**src/hdl/lru_pkg.sv**
```systemverilog
`default_nettype none

package lru_pkg;

  localparam int FRAMES  = 8;
  localparam int FRAME_W = (FRAMES > 1) ? $clog2(FRAMES) : 1;
  localparam int CNT_W   = $clog2(FRAMES + 1);
  localparam int PAGE_W  = 16;
  localparam int CFG_W   = 8;

  localparam logic [CFG_W-1:0] ACTIVE_RESET = CFG_W'(8);

  // byte address of the frame limit register on the config port
  localparam logic [1:0] ACTIVE_FRAMES_ADDR = 2'd0;

  // one slot of the recency chain: a frame and the page it holds
  typedef struct packed {
    logic [FRAME_W-1:0] frame;
    logic [PAGE_W-1:0]  page;
  } entry_t;

  // effective frame count: zero acts as one, large values clamp to the build size
  function automatic logic [CNT_W-1:0] limit_frames(input logic [CFG_W-1:0] raw);
    logic [CNT_W-1:0] lim;
    if (raw == '0) begin
      lim = CNT_W'(1);
    end else if (32'(raw) > 32'(FRAMES)) begin
      lim = CNT_W'(FRAMES);
    end else begin
      lim = CNT_W'(raw);
    end
    return lim;
  endfunction

endpackage

`default_nettype wire

```
**src/hdl/lru_page_replacement.sv**
```systemverilog
`default_nettype none

// LRU page replacement unit. Each input item is one page access (page_id); each
// access yields exactly one result item: fault, the frame that holds the page
// afterwards, and on a replacement the evicted page. The recency order lives in
// a chain of FRAMES cells, most recent first; each cell holds a frame number and
// the page in that frame. An access first takes the item in S_IDLE; then, in
// S_UPDATE, every cell compares its page with the key and the chain shifts right
// up to the hit (or fill / victim) position while the new front entry enters at
// cell 0. The update waits while the previous result still sits unread in the
// output register, so a slow consumer stretches the time per item. The
// active_frames register (address 0) limits how many frames fill; zero acts as
// one and values above the build size clamp. Lowering it frees no frame. No
// clearing pass follows reset: frame contents are only read once filled.
module lru_page_replacement
  import lru_pkg::*;
(
  input  wire logic              clk,
  input  wire logic              rst,
  // access channel
  input  wire logic              in_valid,
  output logic                   in_ready,
  input  wire logic [PAGE_W-1:0] page_id,
  // result channel
  output logic                   out_valid,
  input  wire logic              out_ready,
  output logic                   fault,
  output logic [2:0]             frame,
  output logic                   evicted_valid,
  output logic [15:0]            evicted_page,
  // register port
  input  wire logic              psel,
  input  wire logic              penable,
  input  wire logic              pwrite,
  input  wire logic [1:0]        paddr,
  input  wire logic [31:0]       pwdata,
  output logic [31:0]            prdata,
  output logic                   pready
);

  typedef enum logic [1:0] {
    S_IDLE   = 2'b01,
    S_UPDATE = 2'b10
  } state_t;

  state_t            state, state_next;
  logic [CNT_W-1:0]  fill_count;
  logic [CFG_W-1:0]  active_frames;
  logic [PAGE_W-1:0] key;

  // chain signals
  entry_t            cell_entry [FRAMES];
  entry_t            cell_left  [FRAMES];
  logic [FRAMES-1:0] cell_shift;
  logic [FRAMES-1:0] cell_match;
  logic [FRAMES-1:0] cell_valid;
  logic [FRAMES-1:0] hit;
  logic [FRAMES-1:0] tail;     // one-hot: last filled cell

  // decision
  logic               hit_any;
  logic [CNT_W-1:0]   hit_pos;
  logic [FRAME_W-1:0] hit_frame;
  logic [FRAME_W-1:0] tail_frame;
  logic [PAGE_W-1:0]  tail_page;
  logic               do_fill;
  logic [CNT_W-1:0]   sel_pos;
  logic [FRAME_W-1:0] sel_frame;
  logic               update_go;
  logic               cfg_write;

  // ---------------------------------------------------------------------------
  // register port: one register, every write lands on it
  // ---------------------------------------------------------------------------
  assign pready    = 1'b1;
  assign cfg_write = psel && penable && pwrite && pready;
  assign prdata    = (paddr == ACTIVE_FRAMES_ADDR) ?
                     {{(32-CFG_W){1'b0}}, active_frames} : '0;

  always_ff @(posedge clk) begin
    if (rst) begin
      active_frames <= ACTIVE_RESET;
    end else if (cfg_write) begin
      active_frames <= pwdata[CFG_W-1:0];
    end
  end

  // ---------------------------------------------------------------------------
  // chain of cells
  // ---------------------------------------------------------------------------
  genvar g;
  generate
    for (g = 0; g < FRAMES; g++) begin : g_cell
      if (g == 0) begin : g_head
        // new most recent entry enters at the head
        assign cell_left[g] = '{frame: sel_frame, page: key};
      end else begin : g_body
        assign cell_left[g] = cell_entry[g-1];
      end

      assign cell_valid[g] = (CNT_W'(g) < fill_count);
      assign hit[g]        = cell_match[g] && cell_valid[g];
      assign cell_shift[g] = update_go && (CNT_W'(g) <= sel_pos);

      if (g == FRAMES - 1) begin : g_last
        assign tail[g] = cell_valid[g];
      end else begin : g_mid
        assign tail[g] = cell_valid[g] && !cell_valid[g+1];
      end

      lru_cell u_cell (
        .clk   (clk),
        .shift (cell_shift[g]),
        .left  (cell_left[g]),
        .key   (key),
        .entry (cell_entry[g]),
        .match (cell_match[g])
      );
    end
  endgenerate

  // pages in the chain are distinct, so at most one cell hits
  always_comb begin
    hit_any    = 1'b0;
    hit_pos    = '0;
    hit_frame  = '0;
    tail_frame = '0;
    tail_page  = '0;
    for (int i = 0; i < FRAMES; i++) begin
      if (hit[i]) begin
        hit_any = 1'b1;
        hit_pos = CNT_W'(i);
      end
      hit_frame  = hit_frame  | (hit[i]  ? cell_entry[i].frame : '0);
      tail_frame = tail_frame | (tail[i] ? cell_entry[i].frame : '0);
      tail_page  = tail_page  | (tail[i] ? cell_entry[i].page  : '0);
    end
  end

  // hit: move it up; free frame left: fill at the tail; else evict the tail
  assign do_fill = !hit_any && (fill_count < limit_frames(active_frames));

  always_comb begin
    if (hit_any) begin
      sel_pos   = hit_pos;
      sel_frame = hit_frame;
    end else if (do_fill) begin
      sel_pos   = fill_count;
      sel_frame = FRAME_W'(fill_count);
    end else begin
      sel_pos   = fill_count - CNT_W'(1);
      sel_frame = tail_frame;
    end
  end

  // ---------------------------------------------------------------------------
  // control: take an item, then update once the result register is free
  // ---------------------------------------------------------------------------
  assign in_ready  = (state == S_IDLE);
  assign update_go = (state == S_UPDATE) && (!out_valid || out_ready);

  always_comb begin
    state_next = state;
    unique case (state)
      S_IDLE: begin
        if (in_valid) begin
          state_next = S_UPDATE;
        end
      end
      S_UPDATE: begin
        if (update_go) begin
          state_next = S_IDLE;
        end
      end
      default: state_next = S_IDLE;
    endcase
  end

  always_ff @(posedge clk) begin
    if (rst) begin
      state      <= S_IDLE;
      fill_count <= '0;
      out_valid  <= 1'b0;
    end else begin
      state <= state_next;
      if (update_go) begin
        out_valid <= 1'b1;
        if (do_fill) begin
          fill_count <= fill_count + CNT_W'(1);
        end
      end else if (out_ready) begin
        out_valid <= 1'b0;
      end
    end
  end

  always_ff @(posedge clk) begin
    if (in_valid && in_ready) begin
      key <= page_id;
    end
  end

  // result register
  always_ff @(posedge clk) begin
    if (update_go) begin
      fault         <= !hit_any;
      frame         <= 3'(sel_frame);
      evicted_valid <= !hit_any && !do_fill;
      evicted_page  <= (!hit_any && !do_fill) ? 16'(tail_page) : '0;
    end
  end

  // ---------------------------------------------------------------------------
  // checks
  // ---------------------------------------------------------------------------
  a_fill_bound: assert property (@(posedge clk) disable iff (rst)
    fill_count <= CNT_W'(FRAMES))
    else $error("fill count beyond frame count");

  a_unique_hit: assert property (@(posedge clk) disable iff (rst)
    (state == S_UPDATE) |-> ($countones(hit) <= 1))
    else $error("page held in more than one frame");

  a_take_then_update: assert property (@(posedge clk) disable iff (rst)
    (in_valid && in_ready) |=> (state == S_UPDATE))
    else $error("accepted item not processed");

  a_evict_is_fault: assert property (@(posedge clk) disable iff (rst)
    (out_valid && evicted_valid) |-> fault)
    else $error("eviction reported without fault");

  a_fill_step: assert property (@(posedge clk) disable iff (rst || $past(rst))
    (fill_count != $past(fill_count)) |-> (fill_count == $past(fill_count) + CNT_W'(1)))
    else $error("fill count moved by more than one");

endmodule

`default_nettype wire

```
**src/hdl/lru_cell.sv**
```systemverilog
`default_nettype none

module lru_cell
  import lru_pkg::*;
(
  input  wire logic              clk,
  input  wire logic              shift,
  input  wire entry_t            left,
  input  wire logic [PAGE_W-1:0] key,
  output entry_t                 entry,
  output logic                   match
);

  entry_t slot;

  // take the neighbor's entry when the chain moves through this slot
  always_ff @(posedge clk) begin
    if (shift) begin
      slot <= left;
    end
  end

  assign entry = slot;
  assign match = (slot.page == key);

endmodule

`default_nettype wire

```
**config.mk**
```make
export PLATFORM = sky130hd
export DESIGN_NAME = lru_page_replacement
export DESIGN_NICKNAME = d
export VERILOG_FILES = /design/src/hdl/lru_pkg.sv /design/src/hdl/lru_page_replacement.sv /design/src/hdl/lru_cell.sv
export SDC_FILE = /design/constraint.sdc
export NUM_CORES = 1
export LEC_CHECK = 0
export BUFFER_PORTS_ARGS = -buffer_cell sky130_fd_sc_hd__buf_2
export CAP_MARGIN = 20
export CORE_MARGIN = 2
export CORE_UTILIZATION = 41
export CTS_BUF_LIST = sky130_fd_sc_hd__clkbuf_4
export DETAILED_ROUTE_END_ITERATION = 10
export MAX_ROUTING_LAYER = met4
export SYNTH_ARGS = -nofsm -noshare
export SYNTH_HDL_FRONTEND = slang
export SYNTH_SLANG_ARGS = --single-unit
```
**constraint.sdc**
```tcl
create_clock -name clk -period 4.37 [get_ports clk]
set_clock_uncertainty 0.1 [all_clocks]
set_input_delay 0.2185 -clock clk [delete_from_list [all_inputs] [get_ports clk]]
set_output_delay 0.2185 -clock clk [all_outputs]
set_load 0.02 [all_outputs]
```
==> key figures <==
Status
  • Status: completed

Synthesis
  • Synth Area in Compound Gates: 10.9%
  • Post-Synth Simple-Gate Area: 10.3%
  • Largest family of logic cells by synthesized area: XOR/XNOR gates
  • Primary FF master, synth: edfxtp_1
  • Mean Syn Cell Area: 13.4 sq um
  • Cell variety after synth: 62
  • Ys async rst share: 0%
  • Synthesized area: 0.00972 sq mm
  • Sequential area share after synthesis: 60.5%
  • Share of the synthesized area in the top cell type: 57.4%
  • Post-synthesis adder-cell area fraction: 0.901%
  • XOR/XNOR Fraction of Synth Area: 12.1%
  • Post-synthesis mux area share: 0.309%
  • Synth area leaders: edfxtp_1 (57%), xor2_1 (6.8%), xnor2_1 (5.0%), dfxtp_1 (3.1%), buf_4 (2.9%)
  • Synth area leader: edfxtp_1
  • Post-Synthesis Cells: 724
  • Register bit total from synthesis: 201
  • Ys Warns: 0
  • Post-synth EDFFs: 186

Global routing
  • Initial antenna violation count: 1
  • First-pass GRT wire length: 41,500 microns
  • Vias in the first global route: 6,775
  • Largest net degree at the start of global routing: 28
  • Tot GR Track Use: 23.8%
  • Grt ovf: 0

STA
  • Hold Slack: 0.155 ns
  • TNS Setup: 0 ns
  • Worst Tran Pin Value: 1.09 ns
  • Slew Limit Fails: 0
  • Crit path time final: 4.10 ns
  • Setup violations, final: 0
  • Final hold vios: 0
  • Ratio of final minimum period to clock period: 93.8%
  • Unrepaired setup endpoints after global routing: false
  • Max Freq: 244 MHz
  • Max_slew headroom: 27.5%

Clocking
  • Root buffer cell: clkbuf_4
  • Clk slew on worst S/H paths: 0.07 ns
  • TritonCTS buffer count: 53
  • CTS tree: built
  • Worst-Skew Late Latency: 0.68 ns
  • Hold buffers post-CTS: 44
  • Post-CTS sizing: 0
  • Longest Clk Path Bufs: 3
  • H-tree depth: 2
  • # Post-CTS Setup Buffers: 0
  • CTS Sinks: 201

Critical path
  • Slowest stage cell, crit path: o21ai_2
  • WP buf/inv: 2
  • Crit-path leading delay family: compound AO/OA/AOI/OAI gates
  • Reg-to-reg slack, setup: 0.27 ns
  • Critical path class: register to register
  • WP data required: 4.62 ns
  • Most common cell on crit path: nand2_1
  • Crit start category: register
  • Crit Path Max Fanout: 11
  • Crit path cell chain: or4_1 -> nor2_1 -> nand2_1 -> ha_1 -> a21o_1 -> a21oi_1 -> o21a_1 -> mux2i_1 -> a311oi_1 -> o31ai_1 -> buf_4 -> nand2_1 -> o21ai_2 -> buf_12
  • Worst setup EP type: register
  • CP arrival: 4.35 ns
  • R2r startpoint: active_frames[3]$_SDFFE_PP1P_
  • Worst reg2reg path depth: 14
  • Critical R2R Capture: g_cell[3].u_cell.entry[18]$_DFFE_PP_
  • Slowest stage delay, CP: 0.66 ns

Final layout
  • Layout overhead on the synthesized area: 18.8%
  • Nets@finish: 941
  • Layout cells sized above 1: 23.7%
  • Util after Layout: 49.3%

Floorplanning
  • Die H: 158 microns
  • Full die area: 0.0250 sq mm
  • CORE AREA: 0.0234 sq mm
  • Row count: 56
  • Die Wd: 158 microns
  • IO Pins: 113
  • Initial Utilization: 41.5%

Power and ir drop
  • Worst IR Drop VDD: 0.227 mV
  • Static leakage: 0.00388 uW
  • Pwr dens: 353 mW/mm^2

Worst hold path
  • Hold Startpoint: page_id[1]
  • Hold Path End: key[1]$_DFFE_PP_
  • Worst hold path depth: 2
  • Min-delay worst type: primary input to register

Detailed routing
  • Via count: 6,878
  • Number of routed nets with antenna violations: 0
  • Drt initial violations: 698
  • Routed vias/inst: 5.56
  • 1st-pass router iterations: 8
  • Total wire length: 28,500 microns
  • Drc violations: 0
  • Wire length per cell: 23.1 microns

Place
  • RePlAce Congestion: 0.972
  • HPWL after DPL: 19,100 microns
  • Port buffer count: 63

Flow run
  • Max Cap Viol: 0
## placed cells by master (no fill, tap or decap), types with 7 or more instances in the layout
cell type,synthesis,final
dlygate4sd3_1,0,44
clkbuf_4,0,89
nand4_1,16,16
dfxtp_1,15,15
a22oi_1,22,22
nor2_1,17,15
edfxtp_1,186,186
nand3_1,14,14
a221oi_1,14,14
a31oi_4,7,7
a21oi_1,17,15
nor3_1,12,11
a31oi_1,7,7
a222oi_1,19,19
ha_1,7,7
and2_1,12,12
xor2_1,75,75
inv_1,9,8
nor4_1,25,25
a22o_1,14,14
buf_4,38,28
xnor2_1,56,56
conb_1,2,25
buf_2,4,63
nand2_1,46,46
## metrics by stage
step,cells,setup WS [ns],area (sq um),power [uW]
detailed placement,1095,0.347,10400,2410
floorplan,747,0.280,9810,2350
finish,1237,0.272,11500,4080
global placement,1095,0.397,10400,2410
global route,1237,0.0483,11500,4230
CTS,1234,0.301,11500,4120
## Yosys cell counts (16+ instances only)
| library cell | count |
|---|---|
| a21oi_1 | 17 |
| a222oi_1 | 19 |
| a22oi_1 | 22 |
| buf_4 | 38 |
| clkbuf_1 | 17 |
| edfxtp_1 | 186 |
| nand2_1 | 46 |
| nand4_1 | 16 |
| nor2_1 | 17 |
| nor4_1 | 25 |
| xnor2_1 | 56 |
| xor2_1 | 75 |
## per-layer routing
metal / GRT usage [%] / share of wire, %
met1: 32.0 / 43
met2: 36.0 / 46
met3: 4.63 / 7.7
met4: 8.58 / 2.9
met5: - / 0
## worst max path at each step
stage	depth (start not counted)	end	start	slack [ns]
floorplan	12	g_cell[7].u_cell.entry[0]$_DFFE_PP_	active_frames[3]$_SDFFE_PP1P_	0.28
global placement	14	g_cell[3].u_cell.entry[8]$_DFFE_PP_	active_frames[3]$_SDFFE_PP1P_	0.40
detailed placement	14	g_cell[3].u_cell.entry[12]$_DFFE_PP_	active_frames[3]$_SDFFE_PP1P_	0.35
CTS	14	g_cell[3].u_cell.entry[13]$_DFFE_PP_	active_frames[3]$_SDFFE_PP1P_	0.30
global route	14	g_cell[3].u_cell.entry[18]$_DFFE_PP_	active_frames[3]$_SDFFE_PP1P_	0.05
finish	14	g_cell[3].u_cell.entry[18]$_DFFE_PP_	active_frames[3]$_SDFFE_PP1P_	0.27
## report_power, final
part	internal [uW]	total (uW)	leakage (uW)	switching [uW]
logic	101	252	0.00167	151
registers	2100	2150	0.00178	43.5
clock network	908	1680	0.000424	774
## sequential cells by signal, indices dropped and copies added (netlist names)
register	count
fill_count	4
fault	1
evicted_page	16
active_frames	8
key	16
out_valid	1
g_cell.u_cell.entry	152
evicted_valid	1
state	2
## cells by family after synthesis
family	count (synthesis)
DFF	201
and+or+nand+nor	181
xor gates and xnor gates	133
AOI/OAI and AO/OA	124
buffers and inverters	73
adders and majority gates	7
muxes	3
other	2
## area by class of cell
class,count,area (sq um)
sequential,201,5890
multi-input combinational,473,3500
clock buffer,89,668
antenna,1,2.50
timing repair buffer,139,1040
tap,319,399
clock inverter,6,22.5
inverter,9,33.8
fill,2116,11900
(Power assumes the default switching activity.)
